===== src/hdl/dda_pkg.sv =====
// Shared types and constants for the DDA line rasterizer.
package dda_pkg;

    // Width of the rows and cols registers
    localparam int DIM_BITS = 12;

    // Configuration register indexes
    localparam int          CFG_IDX_BITS = 1;
    localparam logic [0:0]  REG_ROWS     = 1'b0;
    localparam logic [0:0]  REG_COLS     = 1'b1;

    // Register reset values
    localparam logic [DIM_BITS-1:0] ROWS_RESET = 12'd480;
    localparam logic [DIM_BITS-1:0] COLS_RESET = 12'd640;

    // Input action codes
    localparam logic ACT_START = 1'b0;
    localparam logic ACT_STEP  = 1'b1;

    // Controller states
    typedef enum logic [1:0] {
        S_IDLE = 2'b01,
        S_DIV  = 2'b10
    } state_t;

    // Commands from controller to datapath
    typedef struct packed {
        logic load_line;   // start transaction accepted
        logic advance;     // step transaction accepted
        logic emit;        // load the output register
        logic div_run;     // run one divider iteration
    } ctrl_t;

    // Status from datapath to controller
    typedef struct packed {
        logic div_last;    // divider on its final iteration
    } status_t;

endpackage


===== src/hdl/dda_ctrl.sv =====
// Controller state machine: handshakes and divider sequencing.
module dda_ctrl (
    input  logic              clk,
    input  logic              rst_n,
    input  logic              in_valid,
    output logic              in_stall,
    input  logic              action,
    output logic              out_valid,
    input  logic              out_stall,
    input  dda_pkg::status_t  status,
    output dda_pkg::ctrl_t    ctrl
);

    dda_pkg::state_t state_reg, state_next;
    logic            out_valid_reg, out_valid_next;
    logic            accept;

    // Take a transaction when idle and the output register is free or draining
    assign in_stall = (state_reg != dda_pkg::S_IDLE) || (out_valid_reg && out_stall);
    assign accept   = in_valid && !in_stall;
    assign out_valid = out_valid_reg;

    // Commands
    always_comb
    begin
        ctrl.load_line = accept && (action == dda_pkg::ACT_START);
        ctrl.advance   = accept && (action == dda_pkg::ACT_STEP);
        ctrl.emit      = accept;
        ctrl.div_run   = (state_reg == dda_pkg::S_DIV);
    end

    // Next state
    always_comb
    begin
        state_next = state_reg;
        unique case (state_reg)
            dda_pkg::S_IDLE:
            begin
                if (ctrl.load_line)
                begin
                    state_next = dda_pkg::S_DIV;
                end
            end
            dda_pkg::S_DIV:
            begin
                if (status.div_last)
                begin
                    state_next = dda_pkg::S_IDLE;
                end
            end
            default:
            begin
                state_next = dda_pkg::S_IDLE;
            end
        endcase
    end

    // Output valid: set on load, cleared once taken
    always_comb
    begin
        if (accept)
        begin
            out_valid_next = 1'b1;
        end
        else if (!out_stall)
        begin
            out_valid_next = 1'b0;
        end
        else
        begin
            out_valid_next = out_valid_reg;
        end
    end

    always_ff @(posedge clk or negedge rst_n)
    begin
        if (!rst_n)
        begin
            state_reg     <= dda_pkg::S_IDLE;
            out_valid_reg <= 1'b0;
        end
        else
        begin
            state_reg     <= state_next;
            out_valid_reg <= out_valid_next;
        end
    end

endmodule


===== src/hdl/dda_datapath.sv =====
// Datapath: line state, restoring divider, position update, clipping, output register.
module dda_datapath #(
    parameter int COORD_BITS = 12,
    parameter int FRAC_BITS  = 16
) (
    input  logic                                 clk,
    input  logic                                 rst_n,
    input  dda_pkg::ctrl_t                       ctrl,
    output dda_pkg::status_t                     status,
    input  logic                                 cfg_we,
    input  logic [dda_pkg::CFG_IDX_BITS-1:0]     cfg_index,
    input  logic [dda_pkg::DIM_BITS-1:0]         cfg_data,
    input  logic signed [COORD_BITS-1:0]         start_x,
    input  logic signed [COORD_BITS-1:0]         start_y,
    input  logic signed [COORD_BITS-1:0]         end_x,
    input  logic signed [COORD_BITS-1:0]         end_y,
    input  logic [7:0]                           pixel_value,
    output logic signed [COORD_BITS-1:0]         pix_x,
    output logic signed [COORD_BITS-1:0]         pix_y,
    output logic [7:0]                           pix_out_value,
    output logic                                 write_enable,
    output logic                                 last,
    output logic                                 idle
);

    localparam int C    = COORD_BITS;
    localparam int F    = FRAC_BITS;
    localparam int P    = C + F;                 // position width
    localparam int CNT_BITS = $clog2(F + 1);
    localparam int W    = (C - 1 > dda_pkg::DIM_BITS) ? C - 1 : dda_pkg::DIM_BITS;
    localparam logic [P-1:0]        ONE   = P'(1) << F;
    localparam logic [P:0]          HALF  = (P + 1)'(1) << (F - 1);
    localparam logic [CNT_BITS-1:0] CNT_TOP = CNT_BITS'(F);

    // Configuration
    logic [dda_pkg::DIM_BITS-1:0] rows_reg, cols_reg;

    // Line state
    logic                 active_reg;
    logic signed [P-1:0]  pos_x_reg, pos_y_reg;
    logic [C-1:0]         target_x_reg, target_y_reg;
    logic [C-1:0]         steps_left_reg;
    logic [7:0]           line_value_reg;
    logic                 x_major_reg, x_neg_reg, y_neg_reg;

    // Divider
    logic [C:0]           rem_reg;
    logic [F:0]           quo_reg;
    logic [CNT_BITS-1:0]  cnt_reg;

    // Output register
    logic [C-1:0]         pix_x_reg, pix_y_reg;
    logic [7:0]           value_reg;
    logic                 we_reg, last_reg, idle_reg;

    // Start decode
    logic signed [C:0]    dx, dy;
    logic [C:0]           dx_abs, dy_abs;
    logic [C-1:0]         ax, ay, major, minor;
    logic                 st_x_major, st_active;

    // Step
    logic [P-1:0]         quo_ext, x_inc, y_inc, step_x, step_y;
    logic signed [P-1:0]  pos_x_next, pos_y_next;
    logic [C-1:0]         steps_dec;
    logic [C-1:0]         px_step, py_step;

    // Divider iteration
    logic                 div_ge;
    logic [C:0]           rem_sub;

    // Output selection
    logic [C-1:0]         o_x, o_y;
    logic [7:0]           o_val;
    logic                 o_valid, o_last, o_idle;

    // Round a position to a pixel: trunc(pos + 0.5) toward zero
    function automatic logic [C-1:0] to_pixel(input logic [P-1:0] pos);
        logic [P:0] t;
        logic [C:0] fl;
        t  = {pos[P-1], pos} + HALF;
        fl = t[P:F];
        if (t[P] && (t[F-1:0] != '0))
        begin
            fl = fl + 1'b1;
        end
        return fl[C-1:0];
    endfunction

    // Pixel inside the image
    function automatic logic in_image(input logic [C-1:0] x, input logic [C-1:0] y,
                                      input logic [dda_pkg::DIM_BITS-1:0] nr,
                                      input logic [dda_pkg::DIM_BITS-1:0] nc);
        logic xin, yin;
        xin = !x[C-1] && (W'(x[C-2:0]) < W'(nc));
        yin = !y[C-1] && (W'(y[C-2:0]) < W'(nr));
        return xin && yin;
    endfunction

    // Deltas and axis choice for a start transaction
    always_comb
    begin
        dx         = {end_x[C-1], end_x} - {start_x[C-1], start_x};
        dy         = {end_y[C-1], end_y} - {start_y[C-1], start_y};
        dx_abs     = dx[C] ? -dx : dx;
        dy_abs     = dy[C] ? -dy : dy;
        ax         = dx_abs[C-1:0];
        ay         = dy_abs[C-1:0];
        st_x_major = ax > ay;
        major      = st_x_major ? ax : ay;
        minor      = st_x_major ? ay : ax;
        st_active  = (major != '0);
    end

    // Per-step increments: +-1 on the major axis, +-quotient on the minor
    always_comb
    begin
        quo_ext    = P'(quo_reg);
        x_inc      = x_major_reg ? ONE : quo_ext;
        y_inc      = x_major_reg ? quo_ext : ONE;
        step_x     = x_neg_reg ? -x_inc : x_inc;
        step_y     = y_neg_reg ? -y_inc : y_inc;
        pos_x_next = pos_x_reg + $signed(step_x);
        pos_y_next = pos_y_reg + $signed(step_y);
        steps_dec  = steps_left_reg - 1'b1;
        px_step    = to_pixel(pos_x_next);
        py_step    = to_pixel(pos_y_next);
    end

    // Restoring divider: one quotient bit per cycle, divisor is the major length
    always_comb
    begin
        div_ge  = rem_reg >= {1'b0, steps_left_reg};
        rem_sub = div_ge ? (rem_reg - {1'b0, steps_left_reg}) : rem_reg;
    end

    assign status.div_last = (cnt_reg == '0);

    // Result selection
    always_comb
    begin
        o_x     = '0;
        o_y     = '0;
        o_val   = '0;
        o_valid = 1'b0;
        o_last  = 1'b0;
        o_idle  = 1'b1;
        if (ctrl.load_line)
        begin
            o_x     = start_x;
            o_y     = start_y;
            o_val   = pixel_value;
            o_valid = 1'b1;
            o_last  = !st_active;
            o_idle  = !st_active;
        end
        else if (active_reg)
        begin
            o_val   = line_value_reg;
            o_valid = 1'b1;
            if (steps_dec == '0)
            begin
                o_x    = target_x_reg;
                o_y    = target_y_reg;
                o_last = 1'b1;
            end
            else
            begin
                o_x    = px_step;
                o_y    = py_step;
                o_idle = 1'b0;
            end
        end
    end

    // Configuration registers
    always_ff @(posedge clk or negedge rst_n)
    begin
        if (!rst_n)
        begin
            rows_reg <= dda_pkg::ROWS_RESET;
            cols_reg <= dda_pkg::COLS_RESET;
        end
        else if (cfg_we)
        begin
            unique case (cfg_index)
                dda_pkg::REG_ROWS: rows_reg <= cfg_data;
                dda_pkg::REG_COLS: cols_reg <= cfg_data;
                default:           rows_reg <= rows_reg;
            endcase
        end
    end

    // Line activity
    always_ff @(posedge clk or negedge rst_n)
    begin
        if (!rst_n)
        begin
            active_reg <= 1'b0;
        end
        else if (ctrl.load_line)
        begin
            active_reg <= st_active;
        end
        else if (ctrl.advance && active_reg && (steps_dec == '0))
        begin
            active_reg <= 1'b0;
        end
    end

    // Line state and divider
    always_ff @(posedge clk)
    begin
        if (ctrl.load_line)
        begin
            pos_x_reg      <= {start_x, F'(0)};
            pos_y_reg      <= {start_y, F'(0)};
            target_x_reg   <= end_x;
            target_y_reg   <= end_y;
            steps_left_reg <= major;
            line_value_reg <= pixel_value;
            x_major_reg    <= st_x_major;
            x_neg_reg      <= dx[C];
            y_neg_reg      <= dy[C];
            rem_reg        <= {1'b0, minor};
            quo_reg        <= '0;
            cnt_reg        <= CNT_TOP;
        end
        else if (ctrl.div_run)
        begin
            quo_reg <= {quo_reg[F-1:0], div_ge};
            rem_reg <= {rem_sub[C-1:0], 1'b0};
            cnt_reg <= cnt_reg - 1'b1;
        end
        else if (ctrl.advance && active_reg)
        begin
            pos_x_reg      <= pos_x_next;
            pos_y_reg      <= pos_y_next;
            steps_left_reg <= steps_dec;
        end
    end

    // Output register
    always_ff @(posedge clk)
    begin
        if (ctrl.emit)
        begin
            pix_x_reg <= o_x;
            pix_y_reg <= o_y;
            value_reg <= o_val;
            we_reg    <= o_valid && in_image(o_x, o_y, rows_reg, cols_reg);
            last_reg  <= o_last;
            idle_reg  <= o_idle;
        end
    end

    assign pix_x         = pix_x_reg;
    assign pix_y         = pix_y_reg;
    assign pix_out_value = value_reg;
    assign write_enable  = we_reg;
    assign last          = last_reg;
    assign idle          = idle_reg;

endmodule


===== src/hdl/dda_line_rasterizer.sv =====
// DDA line rasterizer with clipping: top level joining controller and datapath.
// A start transaction (action 0) loads two endpoints and a pixel value and returns
// the first pixel at once; it then stalls further input while a restoring divider
// forms the minor-axis increment one quotient bit per cycle. Each step transaction
// (action 1) returns the next pixel; after |major delta| steps the exact endpoint
// comes back flagged last. A step with no line in progress returns an all-zero
// pixel with idle set. Writes are enabled only for 0 <= x < cols and
// 0 <= y < rows. Results sit in an output register, so a new transaction is
// taken while the previous result is being handed off.
module dda_line_rasterizer #(
    parameter int COORD_BITS = 12,
    parameter int FRAC_BITS  = 16
) (
    input  logic                              clk,
    input  logic                              rst_n,
    input  logic                              cfg_we,
    input  logic [dda_pkg::CFG_IDX_BITS-1:0]  cfg_index,
    input  logic [dda_pkg::DIM_BITS-1:0]      cfg_data,
    input  logic                              in_valid,
    output logic                              in_stall,
    input  logic                              action,
    input  logic signed [COORD_BITS-1:0]      start_x,
    input  logic signed [COORD_BITS-1:0]      start_y,
    input  logic signed [COORD_BITS-1:0]      end_x,
    input  logic signed [COORD_BITS-1:0]      end_y,
    input  logic [7:0]                        pixel_value,
    output logic                              out_valid,
    input  logic                              out_stall,
    output logic signed [COORD_BITS-1:0]      pix_x,
    output logic signed [COORD_BITS-1:0]      pix_y,
    output logic [7:0]                        pix_out_value,
    output logic                              write_enable,
    output logic                              last,
    output logic                              idle
);

    dda_pkg::ctrl_t   ctrl;
    dda_pkg::status_t status;

    dda_ctrl u_ctrl (
        .clk       (clk),
        .rst_n     (rst_n),
        .in_valid  (in_valid),
        .in_stall  (in_stall),
        .action    (action),
        .out_valid (out_valid),
        .out_stall (out_stall),
        .status    (status),
        .ctrl      (ctrl)
    );

    dda_datapath #(
        .COORD_BITS (COORD_BITS),
        .FRAC_BITS  (FRAC_BITS)
    ) u_datapath (
        .clk           (clk),
        .rst_n         (rst_n),
        .ctrl          (ctrl),
        .status        (status),
        .cfg_we        (cfg_we),
        .cfg_index     (cfg_index),
        .cfg_data      (cfg_data),
        .start_x       (start_x),
        .start_y       (start_y),
        .end_x         (end_x),
        .end_y         (end_y),
        .pixel_value   (pixel_value),
        .pix_x         (pix_x),
        .pix_y         (pix_y),
        .pix_out_value (pix_out_value),
        .write_enable  (write_enable),
        .last          (last),
        .idle          (idle)
    );

endmodule


===== config.mk =====
export PLATFORM = sky130hd
export DESIGN_NAME = dda_line_rasterizer
export DESIGN_NICKNAME = d
export VERILOG_FILES = /design/src/hdl/dda_pkg.sv /design/src/hdl/dda_ctrl.sv /design/src/hdl/dda_datapath.sv /design/src/hdl/dda_line_rasterizer.sv
export SDC_FILE = /design/constraint.sdc
export NUM_CORES = 1
export LEC_CHECK = 0
export ABC_AREA = 1
export BUFFER_PORTS_ARGS = -buffer_cell sky130_fd_sc_hd__buf_2
export CAP_MARGIN = 25
export CELL_PAD_IN_SITES_DETAIL_PLACEMENT = 0
export CELL_PAD_IN_SITES_GLOBAL_PLACEMENT = 1
export CORE_MARGIN = 4
export CORE_UTILIZATION = 40
export CTS_CLUSTER_DIAMETER = 50
export DETAILED_ROUTE_END_ITERATION = 12
export HOLD_SLACK_MARGIN = 0.12
export PLACE_DENSITY_LB_ADDON = 0.1
export SYNTH_ARGS = -nofsm -noshare
export SYNTH_HDL_FRONTEND = slang
export SYNTH_HIERARCHICAL = 1
export SYNTH_SLANG_ARGS = --single-unit

===== constraint.sdc =====
create_clock -name clk -period 11.7 [get_ports clk]
set_input_delay 0.585 -clock clk [delete_from_list [all_inputs] [get_ports clk]]
set_output_delay 0.585 -clock clk [all_outputs]
set_load 0.005 [all_outputs]

==> results.json <==
{
  "yosys.area.top_type": "edfxtp_1",
  "crit_family": "simple AND/OR/NAND/NOR gates",
  "cts.sinks": 201,
  "tightest_slew_ns": 0.894,
  "place_hpwl_um": 46400,
  "synth_flop_cell": "edfxtp_1",
  "p_leak_nw": 10.3,
  "grt_overflow": 0,
  "grt_usage_pct": 23.9,
  "cts_tree": "built",
  "critPathSlowestCell": "ha_1",
  "clock_skew_ns": 0.0104,
  "min_period_ns": 7.05,
  "place_congestion": 0.938,
  "pwr-share-seq_pct": 23.9,
  "ios": 112,
  "drt_pass1_iterations": 5,
  "antenna_cells": 0,
  "finalHoldViolations": 0,
  "clock_power_share_pct": 27.0,
  "grt_pass1_vias": 16535,
  "syn-cell-area_sq_um": 17700,
  "yosys_warnings": 6,
  "swShare_pct": 44.6,
  "avgSynthCellArea_sq_um": 6.61,
  "critPathMaxFanout": 31,
  "async_reset_ff_share_pct": 13.9,
  "p_int_mw": 2.33,
  "grt_first_pass_wirelength_um": 90100,
  "core_sq_um": 43500,
  "fin_setup_tns_ns": 0,
  "crit_type": "register to register",
  "drc": 0,
  "maxSlewViolCount": 0,
  "portBuffers": 111,
  "die_height_um": 218,
  "relSlewSlack_pct": 40.2,
  "crit_buf_inv": 4,
  "initial_core_util_pct": 40.7,
  "postCtsSetupRepairBufs": 0,
  "yosysUniqueCellTypes": 57,
  "synth_edf_count": 118,
  "vias": 17149,
  "fp-row-count": 76,
  "drive_gt1_share_pct": 9.54,
  "flow.area_growth_from_synthesis_pct": 14.0,
  "synthTopCellsByCount": "840 x nand2_1, 502 x inv_1, 197 x nor2_1",
  "worst_setup_path_start_kind": "register",
  "htree_levels": 2,
  "die_x_um": 218,
  "ys_seq_area_share_pct": 30.2,
  "synth_most_common_cell": "nand2_1",
  "syn_nets": 2892,
  "grt_max_degree": 84,
  "numCtsBuffers": 37,
  "period_share_pct": 60.2,
  "die_area_sq_um": 47700,
  "clockBufferDepth": 3,
  "hold_class": "input pin to register",
  "synth-seq-cells": 201,
  "switching_power_mw": 1.88,
  "drtAntennaViolNets": 0,
  "finalPower_mw": 4.21,
  "drt_iter0_markers": 1015,
  "fin_cells": 3404,
  "yosys-top-cells-area": "edfxtp_1 20%, nand2_1 18%, inv_1 11%",
  "cts_hold_buf": 1,
  "p_per_area_nw_per_um2": 208,
  "synth_cells": 2677,
  "worst-endpoint-required_ns": 12.11,
  "wl_per_cell_um": 17.0,
  "status": "completed",
  "cts-root-buf": "clkbuf_16",
  "fmax_mhz": 142,
  "cpPeakStageDelay_ns": 0.36,
  "dp.cells": 3336,
  "rsz0062_at_grt": "no",
  "setup_violations": 0,
  "crit_path_end_kind": "register",
  "drv_cap": 0,
  "vdd_drop_max_v": 0.000110,
  "path_clk_slew_ns": 0.06,
  "arrival_ns": 7.45,
  "viasPerCell": 5.04,
  "clk_latency_ns": 0.55,
  "yosysTopAreaCellShare_pct": 20.0,
  "fin_nets": 3006,
  "cpMostUsedCell": "nand2_1",
  "antenna_found_initial": 0,
  "routed_wl_um": 57700,
  "cts-resized-gates": 0,
  "p_comb_share_pct": 49.1
}
cells by family (layout without fill, tap and decap cells):
logic type	count (synthesis)	in the layout	share of synthesized area, %
simple gates	1340	1340	31.9
flops	201	201	30.2
fa+ha+maj	140	140	10.1
buf+inv	556	698	12.0
compound gates	352	352	11.4
xor+xnor	88	88	4.35
worst register-to-register path, delay by kind of cell (launching register included):
kind,cells,cell delay (ns)
fa+ha+maj,3,0.84
buf+inv,4,0.60
flops,1,0.31
compound gates,5,0.98
simple gates,32,4.22
per-stage QoR:
stage	hold slack (ns)	cell area [sq um]	utilization, %	setup slack (ns)
after global placement	0.460	18900	43.5	4.85
after CTS	0.191	20200	46.5	4.70
after detailed placement	0.468	18900	43.5	4.75
after floorplan	0.289	17700	-	6.04
final	0.230	20200	46.5	4.65
after global routing	0.204	20200	46.5	3.88
cell usage in the layout, fill, tap and decap left out, drive strengths merged, types with 4 or more instances in the layout:
cell      synthesis  routed
o21ai           130     130
nand3           154     154
or2              10      10
clkinvlp          0       7
nand4            38      38
nor2            219     219
ha              135     135
a22o              9       9
o211ai           16      16
xor2             62      62
clkinv            1       9
edfxtp          118     118
bufinv            0       5
nand3b           17      17
dfxtp            55      55
dfstp             7       7
a22oi             4       4
inv             507     515
fa                5       5
a31oi             8       8
dfrtp            21      21
nor4              4       4
nor3             29      29
a21oi           106     106
o21bai            7       7
buf              12     122
o22ai            48      48
a211oi            5       5
clkbuf           36      39
xnor2            26      26
nand2           863     863
layer usage:
metal / wire (um) / global-route usage, % / share of wire, %
met2: 27200 / 40.8 / 47
met5: 0 / 0 / 0
met4: 1630 / 7.29 / 2.8
met1: 26600 / 31.8 / 46
met3: 2290 / 2.81 / 4.0
final timing paths:
path | cells past startpoint | to | start | slack [ns]
hold / removal | 1 | u_datapath/line_value_reg[0] | pixel_value[0] | 0.23
max in group asynchronous | 2 | u_ctrl/state_reg[1] | rst_n | 10.56
setup / recovery | 44 | u_datapath/write_enable | u_datapath/x_major_reg | 4.65
setup reg to reg | 44 | u_datapath/write_enable | u_datapath/x_major_reg | 4.65
min in group asynchronous | 2 | u_datapath/cols_reg[4] | rst_n | 0.65
hold reg to reg | 2 | u_datapath/pos_x_reg[10] | u_datapath/pos_x_reg[10] | 0.47
power groups by stage:
stage	logic (mW)	registers, mW	clock network (mW)
6_report	2.06	1.00	1.14
3_3_place_gp	2.03	1.02	0
4_1_cts	2.07	1.01	1.17
5_1_grt	2.34	1.02	1.20
2_1_floorplan	1.46	0.993	0
3_5_place_dp	2.05	1.02	0
area by class of cell:
cell class	count	area, sq um
Clock inverter	28	322
Clock buffer	39	965
Tap cell	585	732
Inverter	508	1910
Timing Repair Buffer	123	661
Multi-Input combinational cell	1920	10200
Sequential cell	201	5350
Fill cell	4629	23300
Note: power is estimated with default switching activity, not from simulation.
